## config.mk

```make
export PLATFORM = sky130hd
export DESIGN_NAME = prst_sub_unit
export DESIGN_NICKNAME = d
export VERILOG_FILES = /design/src/rtl/prst_pkg.sv /design/src/rtl/prst_sub_unit.sv
export SDC_FILE = /design/constraint.sdc
export NUM_CORES = 1
export LEC_CHECK = 0
export ABC_AREA = 1
export BUFFER_PORTS_ARGS = -buffer_cell sky130_fd_sc_hd__buf_4
export CAP_MARGIN = 20
export CORE_ASPECT_RATIO = 0.8
export CORE_UTILIZATION = 50
export DETAILED_ROUTE_END_ITERATION = 8
export PLACE_DENSITY = 0.86
export SYNTH_ARGS = -nofsm -noshare
export SYNTH_HDL_FRONTEND = slang
export SYNTH_SLANG_ARGS = --single-unit
```

## constraint.sdc

```tcl
create_clock -name vclk -period 1.8
set_input_delay 0.18 -clock vclk [all_inputs]
set_output_delay 0.18 -clock vclk [all_outputs]
set_load 0.01 [all_outputs]
```

## src/rtl/prst_pkg.sv

```systemverilog
// Package with the types, constants and codes of the replay stamp table.
package prst_pkg;

  localparam int TABLE_ENTRIES = 64;
  localparam int IDX_W         = $clog2(TABLE_ENTRIES);
  localparam logic [IDX_W-1:0] LAST_IDX = IDX_W'(TABLE_ENTRIES - 1);

  localparam int MAC_W     = 48;
  localparam int STAMP_W   = 64;
  localparam int REG_W     = 32;
  localparam int CMD_W     = 2;
  localparam int CFG_IDX_W = 1;
  localparam int JIT_SHIFT = 8;

  // Command codes of an input word; the fourth code yields a result word with no flag set.
  typedef enum logic [CMD_W-1:0] {
    CMD_ADD    = 2'd0,
    CMD_REMOVE = 2'd1,
    CMD_VERIFY = 2'd2
  } cmd_e;

  // Configuration register indexes.
  localparam logic [CFG_IDX_W-1:0] CFG_STAMP_FRAME  = 1'd0;
  localparam logic [CFG_IDX_W-1:0] CFG_STAMP_JITTER = 1'd1;

  // Requests from the sequencer to the slot store.
  typedef struct packed {
    logic [IDX_W-1:0]   mac_raddr;
    logic [IDX_W-1:0]   stamp_raddr;
    logic               add_en;
    logic               upd_en;
    logic               clr_en;
    logic [IDX_W-1:0]   waddr;
    logic [MAC_W-1:0]   wr_mac;
    logic [STAMP_W-1:0] wr_stamp;
  } store_req_t;

endpackage

```

## src/rtl/prst_sub_unit.sv

```systemverilog
// Shared 64-bit subtractor with borrow, used for every stamp compare.
module prst_sub_unit
  import prst_pkg::*;
(
  input  logic [STAMP_W-1:0] a_i,
  input  logic [STAMP_W-1:0] b_i,
  output logic [STAMP_W-1:0] diff_o,
  output logic               borrow_o
);

  logic [STAMP_W:0] full_diff;

  // The borrow is set exactly when a is below b as unsigned numbers.
  assign full_diff = {1'b0, a_i} - {1'b0, b_i};
  assign diff_o    = full_diff[STAMP_W-1:0];
  assign borrow_o  = full_diff[STAMP_W];

endmodule

```

==> metrics.log, run 1 <==
INFO  metric outcome.stop_stage = 5_1_grt
INFO  metric kind_of_endpoint_with_the_least_setup_slack = top-level output
INFO  metric error_message = [ERROR DPL-0038] Utilization greater than 100%, impossible to legalize
INFO  metric synthesis.nets = 1,564
INFO  metric synth.cell_area = roughly 6300 sq um
INFO  metric synthesis.yosys.warnings = 0
INFO  metric synthesis.instances = roughly 1,400
INFO  metric core.rowCount = 36
INFO  metric dpl.hpwl = ~23,000 um
INFO  metric synthDistinctLibCells = 24
INFO  metric gp_congestion = 1.06
INFO  metric floorplan.die.height = a little over 100 um
INFO  metric cts_hold_buffers_added = 0
INFO  metric ioPinCount = 193
INFO  metric floorplan.die.width = between 100 and 150 um
INFO  metric synth_sequential_area_ratio = 0
INFO  metric dp_slack = -0.394 ns
INFO  metric syn-mean-instance-area = about 4.6 sq um
INFO  metric status = aborted with a tool error
INFO  metric globalroute.repair_timing.worst_endpoint = diff_o[63]
INFO  metric initial_standard_cell_utilization_of_the_core = 0.514
INFO  metric numPortBuffers = around 190
INFO  metric grt_start_max_net_pins = 8
## kinds of logic after synthesis
| family | Yosys count | synth area share |
|---|---|---|
| XOR/XNOR | 31 | 0.0433 |
| AND/OR/NAND/NOR | 825 | 0.544 |
| adder cells (fa/ha/maj) | 65 | 0.131 |
| buffers and inverters | 395 | 0.237 |
| AO/OA/AOI/OAI | 55 | 0.0451 |
## synthesized netlist by cell type (3+ instances only)
cell type / number / area share
nor2_2: 16 / 0.016
xor2_1: 30 / 0.042
nand3_1: 48 / 0.038
nor2_1: 99 / 0.059
nand4_1: 15 / 0.015
nand2_2: 24 / 0.024
a21oi_1: 48 / 0.038
nor3_2: 3 / 0.0048
inv_1: 393 / 0.24
nand3_2: 6 / 0.0096
nand2_1: 596 / 0.36
ha_1: 64 / 0.13
nor2_4: 3 / 0.0054
nor3_1: 11 / 0.0088
o21ai_0: 4 / 0.0032
## through the flow
| step | instances | instance area (sq um) | util | hold slack [ns] | setup TNS [ns] |
|---|---|---|---|---|---|
| 4_1_cts | 1875 | 11000 | 0.898 | 0.701 | -4.03 |
| 2_1_floorplan | 1371 | 6300 | - | 0.527 | 0 |
| 3_5_place_dp | 1848 | 8810 | 0.722 | 0.724 | -14.06 |
| 3_3_place_gp | 1848 | 8810 | 0.722 | 0.719 | -12.18 |
## timing repair
action,in CTS
gates resized for setup,485
setup endpoints to repair,58
setup buffers,32
pin swaps,177
cloned,0
==> inputs of run 2 (changes only) <==
- CORE_ASPECT_RATIO: 0.8 -> not set
- CORE_UTILIZATION: 50 -> 40
- PLACE_DENSITY: 0.86 -> not set
- PLACE_DENSITY_LB_ADDON: not set -> 0.15
- clock period: 1.8 -> 2.34 ns (I/O delays scaled with it)
==> run 2 against run 1 <==
The run now ends clean. Synthesized area did not move. Synthesized cell count did not move.
==> metrics.log, run 2 <==
INFO  metric count_leader_synth = nand2_1
INFO  metric initial_standard_cell_utilization_of_the_core = 0.411
INFO  metric detailed_place.area = 8270 sq um
INFO  metric final-hold-violation-count = 0
INFO  metric antenna_found_initial = 0
INFO  metric cellLeakagePower = ~5.8 nW
INFO  metric std_cell_core_area = around 15,000 sq um
INFO  metric total_power = about 0.0024 W
INFO  metric dpl.hpwl = ~21,000 um
INFO  metric drc = 0
INFO  metric final_net_count = between 1,500 and 2,000
INFO  metric layout.area.seq = 0 sq um
INFO  metric clkPwrFrac = 0
INFO  metric detailroute.via_count = approximately 8,400
INFO  metric floorplan.die.height = approximately 130 um
INFO  metric synth_top_cell_area_share = 0.356
INFO  metric via_per_inst = ~4.6
INFO  metric post_route_cell_area = around 8500 sq um
INFO  metric antenna_violating_nets_post_route = 0
INFO  metric clock.fmax = about 0.44 GHz
INFO  metric insertedDiodeCount = 0
INFO  metric grt_usage = 0.287
INFO  metric cells_along_the_critical_path = buf_4 > ha_1 > nand2_1 > nor2_2 > nand2_1 > inv_1 > nand2_2 > nand2_2 > nand2_1 > nand2_2 > xor2_1 > buf_4
INFO  metric grt_first_pass_wirelength = between 30,000 and 40,000 um
INFO  metric seq_power_share = 0
INFO  metric synth.cell_area = roughly 6300 sq um
INFO  metric clock_buffer_count = 0
INFO  metric final.setup.worst_slack = between 0.08 and 0.09 ns
INFO  metric setup_viol = 0
INFO  metric max_cap_viol_count = 0
INFO  metric tightest_slew = ~0.34 ns
INFO  metric layout.cells.most_common = nand2_1
INFO  metric grt_setup_unrepaired = true
INFO  metric dp_slack = -0.0166 ns
INFO  metric synthesis.yosys.warnings = 0
INFO  metric floorplan.die_area = 16,200 sq um
INFO  metric ioPinCount = 193
INFO  metric min_to = diff_o[0]
INFO  metric crit_fanout = 4
INFO  metric synth_top_family_by_area = simple AND/OR/NAND/NOR gates
INFO  metric synth_sequential_area_ratio = 0
INFO  metric post_drt_wl_per_cell = 13.0 um
INFO  metric floorplan.die.width = 127 um
INFO  metric netSwitchingPower = roughly 0.0014 W
INFO  metric overflow = 0
INFO  metric final_layout_size_suffix_gt1_frac = 0.224
INFO  metric grt_start_max_net_pins = 8
INFO  metric nFlopsAndLatches = 0
INFO  metric power.density_cell_area = between 200 and 300 nW/um^2
INFO  metric syn-mean-instance-area = 4.58 sq um
INFO  metric fin_crit = 2.25 ns
INFO  metric numPortBuffers = about 190
INFO  metric grt_pass1_vias = 7,346
INFO  metric fin_crit_sh = 0.962
INFO  metric cp.required = between 2 and 2.5 ns
INFO  metric gp_congestion = slightly above 1
INFO  metric post-synth-top-area-cell = nand2_1
INFO  metric routed_wirelength = ~24,000 um
INFO  metric largest_cells_by_area_after_synthesis = nand2_1, inv_1, ha_1, nor2_1, xor2_1
INFO  metric synthesized_area_fraction_occupied_by_adder_cells = 0.131
INFO  metric post-place-cells = ~1,800
INFO  metric final.hold.worst_slack = 0.826 ns
INFO  metric power.share.combinational = 1.000
INFO  metric switching_share = 0.580
INFO  metric compound_cell_area_share_of_the_yosys_netlist = 0.0451
INFO  metric critical_path.max_stage_delay = ~0.39 ns
INFO  metric synth_commonest_cells = nand2_1, inv_1, nor2_1
INFO  metric worstPathBufferInverterCount = 3
INFO  metric synthesis.instances = between 1,000 and 1,500
INFO  metric synthDistinctLibCells = 24
INFO  metric timing.hold.worst.class = in -> out
INFO  metric max_slew_violation_count = 0
INFO  metric drt_pre_antenna_iters = 5
INFO  metric worst_hold_startpoint = b_i[0]
INFO  metric status = complete, no violations
INFO  metric synthToLayoutAreaGrowth = 35.5%
INFO  metric post_synth_mux_area_share = 0
INFO  metric final_cell_count_no_fill = around 1,800
INFO  metric post_synth_xor_area_fraction = 0.0433
INFO  metric worstHoldPathCells = 4
INFO  metric internal_power = about 0.001 W
INFO  metric critPathTopFamily = simple AND/OR/NAND/NOR gates
INFO  metric timing.critical_path.to_type = output port
INFO  metric dr.first_iter.drc_count = between 600 and 700
INFO  metric cp-start-kind = input port
INFO  metric critPathKind = in -> out
INFO  metric commonest_non_fill_non_tap_cells_in_the_layout = nand2_1, inv_1, buf_4
INFO  metric worst_slew_margin_rel = 0.776
INFO  metric core.rowCount = 45
INFO  metric critPathArrivalTime = roughly 2 ns
INFO  metric peakVddDrop = between 0.1 and 0.15 mV
INFO  metric yosys.area_share.simple = 0.544
INFO  metric synthesis.nets = between 1,500 and 2,000
INFO  metric critical_path.slowest_cell = ha_1
==> run 2: cell counts after synthesis <==
Identical to the previous run, type by type.
==> run 2: through the flow <==
| step | utilization | setup TNS [ns] |
|---|---|---|
| finish | 0.557 | 0 |
| detailed placement | 0.542 | -0.0175 |
| floorplan | - | 0 |
| CTS | 0.543 | 0 |
| global route | 0.557 | -0.0904 |
| global placement | 0.542 | 0 |
==> run 2: cells by family after synthesis <==
| kind of cell | count (synthesis) |
|---|---|
| AND/OR/NAND/NOR | 825 |
| buffers and inverters | 395 |
| adder cells (fa/ha/maj) | 65 |
| AO/OA/AOI/OAI | 55 |
| XOR/XNOR | 31 |
==> run 2: area by class of cell <==
class                      count  area, sq um
fill                        1712         6760
multi-input combinational    976         5000
inverter                     394         1480
timing repair buffer         234         1760
tap                          211          264
==> run 2: per-layer routing <==
layer  GRT usage  wire (um)  vias to the layer above
li1            -          -                     4431
met1       0.423      11600                     3686
met2       0.472      10200                      260
met3      0.0226       1710                       12
met4      0.0182        161                        0
met5           0          0                        -
==> run 2: what timing repair did <==
action / CTS / global route
resized for setup: 1 / 74
buffers inserted: 2 / 1
hold buffers: 0 / 0
pin swaps: 1 / 3
setup endpoints to repair: 5 / 35
==> run 2: how the worst max path moves through the flow <==
stage                 start    endpoint  slack, ns  cells past startpoint
floorplan            a_i[0]  diff_o[32]       0.32                     13
global placement     a_i[0]  diff_o[62]       0.06                     18
detailed placement   a_i[0]  diff_o[60]      -0.02                     18
CTS                  a_i[0]  diff_o[60]       0.03                     18
global route         b_i[2]  diff_o[61]      -0.03                     16
finish              a_i[13]  diff_o[31]       0.09                     12
==> run 2: power by group through the flow <==
stage	clock network [W]	logic, W	registers [W]
2_1_floorplan	0	0.00127	0
3_3_place_gp	0	0.00226	0
3_5_place_dp	0	0.00226	0
4_1_cts	0	0.00228	0
5_1_grt	0	0.00260	0
6_report	0	0.00236	0
No activity file was read; power rests on OpenSTA's default activity.
==> inputs of run 3 (changes only) <==
- SETUP_SLACK_MARGIN: not set -> 0.2
==> run 3 against run 2 <==
Die area stayed put. Fmax up 5.5%. Sequential cell count is the same. First-iteration DRC count rose by 6.6%. Power is 22% higher. Non-clock buffer count increased by 18. Cell count up 0.99%. Global-route usage increased by 0.54 points. Via count rose by 3.5%. Clock-buffer cell count unchanged. Setup slack better by 0.12 ns.
==> metrics.log, run 3 (synthesis results as in run 2) <==
INFO  metric status = complete, no violations
INFO  metric synthToLayoutAreaGrowth = 61.5%
INFO  metric grt_first_pass_wirelength = 37,300 um
INFO  metric overflow = 0
INFO  metric worst_slew_margin_rel = 0.779
INFO  metric numPortBuffers = a little under 200
INFO  metric layout.cells.most_common = nand2_1
INFO  metric floorplan.die.width = 127 um
INFO  metric timing.critical_path.to_type = output port
INFO  metric via_per_inst = between 4 and 5
INFO  metric grt_usage = 0.293
INFO  metric fin_crit_sh = 0.911
INFO  metric floorplan.die.height = about 130 um
INFO  metric dpl.hpwl = roughly 21,000 um
INFO  metric final-hold-violation-count = 0
INFO  metric routed_wirelength = approximately 26,000 um
INFO  metric nFlopsAndLatches = 0
INFO  metric critPathKind = in -> out
INFO  metric setup_total_negative_slack = 0 ns
INFO  metric commonest_non_fill_non_tap_cells_in_the_layout = nand2_1, inv_1, buf_4
INFO  metric critPathArrivalTime = between 1.5 and 2 ns
INFO  metric peakVddDrop = about 0.16 mV
INFO  metric core.rowCount = between 40 and 50
INFO  metric met3WireLength = 2040 um
INFO  metric clock_buffer_count = 0
INFO  metric cts_hold_buffers_added = 0
INFO  metric fillCellCount = 1,469
INFO  metric cellLeakagePower = slightly above 6 nW
INFO  metric grt_start_max_net_pins = 8
INFO  metric cp-start-kind = input port
INFO  metric critPathTopFamily = buffers and inverters
INFO  metric final.setup.worst_slack = roughly 0.21 ns
INFO  metric insertedDiodeCount = 0
INFO  metric dp_slack = -0.0166 ns
INFO  metric setup_viol = 0
INFO  metric timing.hold.worst.class = in -> out
INFO  metric crit_fanout = 4
INFO  metric drc = 0
INFO  metric max_cap_viol_count = 0
INFO  metric grt_setup_unrepaired = true
INFO  metric detailroute.via_count = between 8,000 and 9,000
INFO  metric drt_pre_antenna_iters = 5
INFO  metric worstPathBufferInverterCount = 6
INFO  metric final_layout_size_suffix_gt1_frac = 0.361
INFO  metric max_slew_violation_count = 0
INFO  metric power.density_cell_area = 285 nW/um^2
INFO  metric wl_met2 = 11,500 um
INFO  metric gp_congestion = 1.02
INFO  metric std_cell_core_area = 15,300 sq um
INFO  metric ioPinCount = 193
INFO  metric grt_pass1_vias = 7,547
INFO  metric antenna_violating_nets_post_route = 0
INFO  metric tightest_slew = between 0.3 and 0.4 ns
INFO  metric floorplan.die_area = roughly 16,000 sq um
INFO  metric clock.fmax = 0.469 GHz
INFO  metric layout.area.seq = 0 sq um
INFO  metric fin_crit = approximately 2.1 ns
INFO  metric post_drt_wl_per_cell = ~14 um
INFO  metric total_power = 0.00289 W
INFO  metric dr.first_iter.drc_count = roughly 650
INFO  metric initial_standard_cell_utilization_of_the_core = 0.411
INFO  metric cp.required = 2.11 ns
INFO  metric cells_along_the_critical_path = buf_6 > inv_4 > ha_4 > fa_2 > inv_2 > nand3_2 > nand2_4 > buf_4 > nand4_1 > nand3_2 > buf_6 > xor2_1 > buf_4
INFO  metric top_layer = met4
INFO  metric antenna_found_initial = 0
INFO  metric final.hold.worst_slack = around 0.8 ns
INFO  metric area_occupied_by_multi_input_gates = between 6000 and 7000 sq um
INFO  metric critical_path.slowest_cell = fa_2
INFO  metric m1WireLength = about 12,000 um
INFO  metric critical_path.max_stage_delay = ~0.34 ns
INFO  metric final_net_count = approximately 1,800
[run 3: metal layers]
layer,track usage,vias to the layer above
li1,-,4465
met1,0.422,3886
met2,0.481,306
met3,0.0297,28
met4,0.0308,0
met5,0,-
[run 3: path summary, 6_finish.rpt]
check | start | to | slack [ns] | depth (start not counted)
worst max-delay path | a_i[0] | diff_o[20] | 0.21 | 13
worst min-delay path | b_i[0] | diff_o[0] | 0.80 | 4
[run 3: stage by stage]
step | instances | util | instance area [sq um]
global route | 1833 | 0.664 | 10100
CTS | 1817 | 0.566 | 8640
global placement | 1812 | 0.542 | 8270
floorplan | 1371 | - | 6280
detailed placement | 1812 | 0.542 | 8270
finish | 1833 | 0.664 | 10100
[run 3: report_power, final]
group,internal [W],switching [W],leakage [nW]
clock network,0,0,0
logic,0.00126,0.00163,6.14
registers,0,0,0
total,0.00126,0.00163,6.14
[run 3: area by class of cell]
class / count / area share
Timing Repair Buffer: 252 / 0.191
Inverter: 394 / 0.146
Tap cell: 211 / 0.0260
Multi-Input combinational cell: 976 / 0.637
[run 3: worst min-delay path, cell delays in order]
cell and delay (ns):
buf_6 0.07, ha_4 0.11, inv_1 0.03, buf_4 0.13
[run 3: repair_timing]
item                                   in CTS  in global routing
pin swaps                                  13                 68
buffers inserted                            5                 16
endpoints found under the hold margin       0                  0
setup endpoints to repair                  45                 50
resized for setup                          99                312
